**config.mk**
```make
export PLATFORM = sky130hd
export DESIGN_NAME = fpd_div
export DESIGN_NICKNAME = d
export VERILOG_FILES = /design/src/rtl/fpd_pkg.sv /design/src/rtl/fpd_div.sv
export SDC_FILE = /design/constraint.sdc
export NUM_CORES = 1
export LEC_CHECK = 0
export ABC_AREA = 1
export ABC_CLOCK_PERIOD_IN_PS = 2300
export BUFFER_PORTS_ARGS = -buffer_cell sky130_fd_sc_hd__buf_2
export CAP_MARGIN = 20
export CORE_MARGIN = 2
export CORE_UTILIZATION = 55
export DETAILED_ROUTE_END_ITERATION = 6
export GPL_TIMING_DRIVEN = 0
export PLACE_DENSITY = 0.82
export RECOVER_POWER = 25
export SYNTH_ARGS = -nofsm -noshare
export SYNTH_HDL_FRONTEND = slang
export SYNTH_SLANG_ARGS = --single-unit
```
**constraint.sdc**
```tcl
create_clock -name clk -period 2.3 [get_ports clk]
set_clock_uncertainty 0.1 [all_clocks]
set_input_delay 0.575 -clock clk [delete_from_list [all_inputs] [get_ports clk]]
set_output_delay 0.575 -clock clk [all_outputs]
set_load 0.005 [all_outputs]
```
**src/rtl/fpd_pkg.sv**
```systemverilog
`default_nettype none
package fpd_pkg;

	localparam int IN_W          = 16;
	localparam int OUT_W         = 14;
	localparam int OUT_FRAC_BITS = 4;
	localparam int BREAK_W       = 15;
	localparam int CENTER_W      = 9;
	localparam int CENTERS_W     = 6 * CENTER_W;
	localparam int CFG_W         = CENTERS_W;
	localparam int MEMB_W        = 15;
	localparam int FULL_SCALE    = 25600;
	localparam int LABELS        = 7;

	// shared divider geometry: dividend, divisor and quotient widths
	localparam int DIV_NUM_W = 31;
	localparam int DIV_DEN_W = 17;
	localparam int DIV_Q_W   = 15;

	typedef logic signed [3:0] rule_lab_t;

	localparam rule_lab_t RULE_TABLE [LABELS][LABELS] = '{
		'{-4'sd6, -4'sd6, -4'sd6, -4'sd6, -4'sd5, -4'sd5, -4'sd4},
		'{-4'sd5, -4'sd5, -4'sd5, -4'sd4, -4'sd4, -4'sd3, -4'sd1},
		'{-4'sd4, -4'sd4, -4'sd3, -4'sd1,  4'sd0,  4'sd1,  4'sd2},
		'{-4'sd4, -4'sd3, -4'sd1,  4'sd0,  4'sd1,  4'sd3,  4'sd4},
		'{-4'sd2, -4'sd1,  4'sd0,  4'sd1,  4'sd3,  4'sd4,  4'sd4},
		'{ 4'sd1,  4'sd3,  4'sd4,  4'sd4,  4'sd5,  4'sd5,  4'sd5},
		'{ 4'sd4,  4'sd5,  4'sd5,  4'sd6,  4'sd6,  4'sd6,  4'sd6}
	};

	typedef enum logic [1:0] {
		MEMB_ZERO,
		MEMB_FULL,
		MEMB_DIV
	} memb_mode_t;

	typedef struct packed {
		logic signed [2:0] lab;
		memb_mode_t        mode;
	} fz_side_t;

	typedef struct packed {
		fz_side_t            side;
		logic [MEMB_W-1:0]   num;
		logic [MEMB_W-1:0]   den;
	} fz_t;

	typedef struct packed {
		logic neg;
		logic zero;
	} out_side_t;

endpackage
`default_nettype wire

```
**src/rtl/fpd_div.sv**
```systemverilog
`default_nettype none
module fpd_div
	import fpd_pkg::*;
(
	input  wire logic                 clk,
	input  wire logic [DIV_NUM_W-1:0] dividend,
	input  wire logic [DIV_DEN_W-1:0] divisor,
	output logic      [DIV_Q_W-1:0]   quotient
);

	logic [DIV_NUM_W-1:0] rem_s [DIV_Q_W];
	logic [DIV_DEN_W-1:0] dvs_s [DIV_Q_W];
	logic [DIV_Q_W-1:0]   q_s   [DIV_Q_W];

	// one quotient bit per stage, most significant first
	for (genvar k = 0; k < DIV_Q_W; k++) begin : g_step
		logic [DIV_NUM_W-1:0] rin;
		logic [DIV_DEN_W-1:0] din;
		logic [DIV_Q_W-1:0]   qin;
		logic [DIV_NUM_W:0]   trial;
		logic                 ge;

		if (k == 0) begin : g_first
			assign rin = dividend;
			assign din = divisor;
			assign qin = '0;
		end else begin : g_next
			assign rin = rem_s[k-1];
			assign din = dvs_s[k-1];
			assign qin = q_s[k-1];
		end

		assign trial = (DIV_NUM_W+1)'(din) << (DIV_Q_W - 1 - k);
		assign ge    = {1'b0, rin} >= trial;

		always_ff @(posedge clk) begin
			rem_s[k] <= ge ? DIV_NUM_W'({1'b0, rin} - trial) : rin;
			dvs_s[k] <= din;
			q_s[k]   <= ge ? (qin | (DIV_Q_W'(1) << (DIV_Q_W - 1 - k))) : qin;
		end
	end

	assign quotient = q_s[DIV_Q_W-1];

endmodule
`default_nettype wire
```
After elaboration in Yosys (flattened, before gate mapping):

Memory sizes are Yosys's and may differ from the RTL's.
Index checks and enable logic that the tools add are counted.

* $lt $le $gt $ge: 15
* muxes and demuxes: 30
* add/subtract/negate cells: 15

Operators with widths (count)
* 2-to-1 mux 31 bit: 15
* greater-or-equal comparator 31 x 17 -> 1 bit: 1
* greater-or-equal comparator 31 x 18 -> 1 bit: 1
* greater-or-equal comparator 31 x 19 -> 1 bit: 1
* greater-or-equal comparator 31 x 20 -> 1 bit: 1
* greater-or-equal comparator 31 x 21 -> 1 bit: 1
* greater-or-equal comparator 31 x 22 -> 1 bit: 1
* greater-or-equal comparator 31 x 23 -> 1 bit: 1
* greater-or-equal comparator 31 x 24 -> 1 bit: 1
* greater-or-equal comparator 31 x 25 -> 1 bit: 1
* greater-or-equal comparator 31 x 26 -> 1 bit: 1
* greater-or-equal comparator 31 x 27 -> 1 bit: 1
* greater-or-equal comparator 31 x 28 -> 1 bit: 1
* greater-or-equal comparator 31 x 29 -> 1 bit: 1
* greater-or-equal comparator 31 x 30 -> 1 bit: 1
* greater-or-equal comparator 31 bit: 1
* subtractor 31 x 17 -> 31 bit: 1
* subtractor 31 x 18 -> 31 bit: 1
* subtractor 31 x 19 -> 31 bit: 1
* subtractor 31 x 20 -> 31 bit: 1
* subtractor 31 x 21 -> 31 bit: 1
* subtractor 31 x 22 -> 31 bit: 1
* subtractor 31 x 23 -> 31 bit: 1
* subtractor 31 x 24 -> 31 bit: 1
* other kinds (22): 22

* output and inout port bits: 15
* logic and storage cells: 63
* bits in writable memories: 945
* memories: 3
* register bits: 0

Memory list
* rem_s: depth 15, width 31, read ports 14, clocked after memory_dff 0, wr ports 15, RTL line fpd_div.sv:11 `logic [DIV_NUM_W-1:0] rem_s [DIV_Q_W];`
* dvs_s: depth 15, width 17, read ports 14, clocked after memory_dff 0, wr ports 15, RTL line fpd_div.sv:12 `logic [DIV_DEN_W-1:0] dvs_s [DIV_Q_W];`
* q_s: depth 15, width 15, read ports 15, clocked after memory_dff 0, wr ports 15, RTL line fpd_div.sv:13 `logic [DIV_Q_W-1:0] q_s [DIV_Q_W];`

Longest topological paths before layout:

An unclocked memory read counts as a cell.

* depth in word-level cells: 3
* mapped depth: 16
* gate-level depth less buffers: 15

Worst setup path before layout:

No wires, ideal clock.

* kind: input-to-reg
* start: in dividend[14]
* end: mem rem_s[0][30]
* library setup time: 0.112 ns
* arrival: 1.942 ns
* cell stages on the path: 11
* slack: 0.145 ns
* cell sequence: inv_1 -> ha_1 -> fa_1 -> o21ai_0 -> nand2_1 -> nand2_1 -> nand2_1 -> nand3_1 -> nand2_1 -> nand2_1 -> nand2_1

RTL lines
* start, declared: RTL line fpd_div.sv:6 `input wire logic [DIV_NUM_W-1:0] dividend,`
* end, declared: RTL line fpd_div.sv:11

==> out/metrics.csv <==
stage,metric,value,unit
detailed_routing,Pre-antenna DRT Iters,6,
detailed_routing,WL/cell,16.9,um
clock_tree,clock-pin slew on the worst setup and hold paths,0.06,ns
run_status,status,finished clean,
sta,WHS,0.0469,ns
clock_tree,Max H-tree Level,3,
synthesis,"flops & latches, synth",792,
sta,Slew headroom,66.5,%
synthesis,"Top FF cell, synth",dfxtp_1,
die,row cnt,100,
layout,Syn-to-layout area delta,18.0,%
worst_setup_path,Crit Path Max Fanout,10,
global_routing,pin count of the biggest net entering global routing,17,
power_and_ir_drop,pwr/cell area,1430,mW/mm^2
detailed_routing,via count,38500,
clock_tree,CTS tree,done,
job,Max Cap Violations,0,
worst_setup_path,crit path kind,reg2reg,
detailed_routing,DR iter-0 viols,3428,
clock_tree,Root Buffer,clkbuf_16,
die,Die Width,278,um
detailed_routing,drc violations,0,
worst_setup_path,Slowest Stage Delay on Critical Path,0.41,ns
clock_tree,# clock sinks,792,
clock_tree,Longest Clk Path Bufs,3,
layout,ant diodes,0,
layout,Fillers,6423,
worst_setup_path,Most Frequent Cell on Critical Path,nand2_1,
layout,fin util,65.4,%
worst_setup_path,CP Launch Type,flip-flop,
min_path,Hold/Removal Path Class,in2reg,
sta,RSZ-0062 raised after global routing,true,
sta,final setup slack of the worst path,0.00919,ns
global_routing,GRT Residual Overflow,0,
synthesis,"top cells by area, synth","dfxtp_1 (39%), nand2_1 (20%), inv_1 (9.3%)",
worst_setup_path,Critical Path End Type,flip-flop,
die,die height,278,um
sta,setup violators final,0,
worst_setup_path,critical-path cell list,"inv_1, ha_4, nand2_1, inv_1, nand2_1, nor2_1, nand4_1, nor3_2, nor2_1, clkbuf_4, nand2_1, nand2_1",
sta,Slew @ Worst Pin,0.501,ns
clock_tree,Worst-Skew Late Latency,0.63,ns
synthesis,syn nets,6394,
sta,Tcrit/Tclk final,99.6,%
placement,Placer Congestion,1.01,
synthesis,mapped cell area,0.0412,mm^2
die,DIE AREA,0.0771,mm^2
worst_setup_path,Worst Path Required,2.71,ns
placement,post-place setup slack,-0.526,ns
sta,Max Fclk,0.437,GHz
detailed_routing,post-DR vias/cell,5.23,
global_routing,All-Layer GR Usage,30.8,%
sta,Final Critical Period,2.29,ns
global_routing,vias in the first global route,35900,
die,Starting Density,55.4,%
detailed_routing,final WL,124,mm
synthesis,number of flops mapped to enable cells by yosys,0,
synthesis,Cells after Synth,6076,
synthesis,Cell variety after synth,48,
worst_setup_path,CP max stage cell,dfxtp_1,
layout,proportion of layout cells with a drive suffix above 1,13.2,%
layout,nets,6641,
die,Ports,64,
sta,Pins Over Slew Limit,0,
die,core area,0.0743,mm^2
placement,I/O Buffers,63,
placement,Final HPWL DP,96.8,mm
synthesis,async set or reset register ratio after synthesis,0,%
power_and_ir_drop,leakage power,25.1,nW
synthesis,synthesized area per cell,6.78,um^2
sta,final hold vios,0,
global_routing,first-pass GRT wire length,189,mm
clock_tree,CTS buffer count,80,
global_routing,antenna violations before repair,1,
synthesis,Synth top area share,38.5,%
detailed_routing,antenna-violating nets left,0,
synthesis,Synth area leader,dfxtp_1,
synthesis,sequential area share after synthesis,38.5,%
synthesis,Synth Warn #,0,
worst_setup_path,"Arr. time, crit path",2.70,ns
power_and_ir_drop,worst vdd ir,837,uV
[worst paths after layout]
| path | startpoint | endpoint | slack, ns | depth (start not counted) |
|---|---|---|---|---|
| worst max-delay path | dvs_s[2][6] | rem_s[0][109] | 0.009 | 12 |
| worst min-delay path | divisor[1] | dvs_s[0][1] | 0.05 | 1 |
| worst max register to register | dvs_s[2][6] | rem_s[0][109] | 0.009 | 12 |
| worst min register to register | q_s[12][6] | q_s[13][6] | 0.22 | 0 |
[final cells by class]
type	instances	area, um^2	area share (%)
multi-input cells	4207	23000	47.3
repair buffers	165	1210	2.50
plain buffers	48	508	1.05
flip-flops and latches	792	15900	32.8
inverters	1029	3880	8.00
clock inverters	42	621	1.28
clock buffers	103	2250	4.63
well taps	969	1210	2.50
[metrics by stage]
stage | TNS, ns | cell area [um^2] | total power, W | cells
after floorplan | 0 | 41200 | 0.0423 | 6076
after global placement | -30.98 | 42700 | 0.0508 | 7108
after detailed placement | -36.03 | 42700 | 0.0512 | 7108
after CTS | 0 | 46400 | 0.0662 | 7301
after global routing | -1.58 | 48600 | 0.0746 | 7355
final | 0 | 48600 | 0.0697 | 7355
[per-layer routing]
layer | vias up | routed length, um | GRT usage, %
li1 | 19300 | - | -
met1 | 17300 | 50300 | 37.4
met2 | 1476 | 58900 | 53.6
met3 | 430 | 7910 | 4.24
met4 | 0 | 7240 | 15.0
met5 | - | 0 | 0
[cell usage after synthesis (15+ instances only)]
cell type / n
a21oi_1: 218
a21oi_2: 46
buf_4: 15
buf_6: 23
dfxtp_1: 792
ha_1: 255
inv_1: 1019
nand2_1: 2238
nand2_2: 25
nand3_1: 364
nand3b_1: 21
nand4_1: 118
nor2_1: 514
nor2_2: 20
nor3_1: 59
o21ai_0: 71
o21bai_1: 17
xnor2_1: 17
xor2_1: 129
[power breakdown]
part	switching, W	internal [W]	total (W)
Combinational	0.0222	0.0125	0.0347
Sequential	0.00332	0.0177	0.0210
Clock	0.00552	0.00845	0.0140
Total	0.0311	0.0386	0.0697
[state kept, by name, indices dropped and copies added, names as in the netlist]
signal / flops
dvs_s: 238
q_s: 120
rem_s: 434
[worst max-delay path: cells and delay by family (launching register included)]
| family | cells | cell delay (ns) |
|---|---|---|
| AND/OR/NAND/NOR | 8 | 0.99 |
| flip-flops | 1 | 0.41 |
| buffers and inverters | 3 | 0.38 |
| adder cells (fa/ha/maj) | 1 | 0.30 |
[cell families after synthesis]
family                   count (synthesis)  share of synthesized area [%]
adder cells (fa/ha/maj)                269                           8.43
flip-flops                             792                           38.5
XOR/XNOR                               146                           3.11
AO/OA/AOI/OAI                          372                           5.19
AND/OR/NAND/NOR                       3420                           34.3
buffers and inverters                 1077                           10.4
[timing repair]
item | in CTS | in global routing
hold buffers | 30 | 0
resized for setup | 121 | 390
endpoints found under the hold margin | 30 | 0
cloned | 0 | 3
pin swaps | 14 | 60
setup endpoints to repair | 258 | 307
setup buffers | 18 | 51
[cells in the final DEF (no fill, tap or decap), types with 83 or more instances in the layout]
| master | n |
|---|---|
| inv_1 | 1011 |
| clkbuf_16 | 83 |
| a21oi_1 | 181 |
| nand2_1 | 2169 |
| ha_1 | 152 |
| nand3_1 | 335 |
| nand2_2 | 90 |
| xor2_1 | 129 |
| nor2_1 | 457 |
| dfxtp_1 | 736 |
| nand4_1 | 118 |
Note: power is estimated with default switching activity, not from simulation.
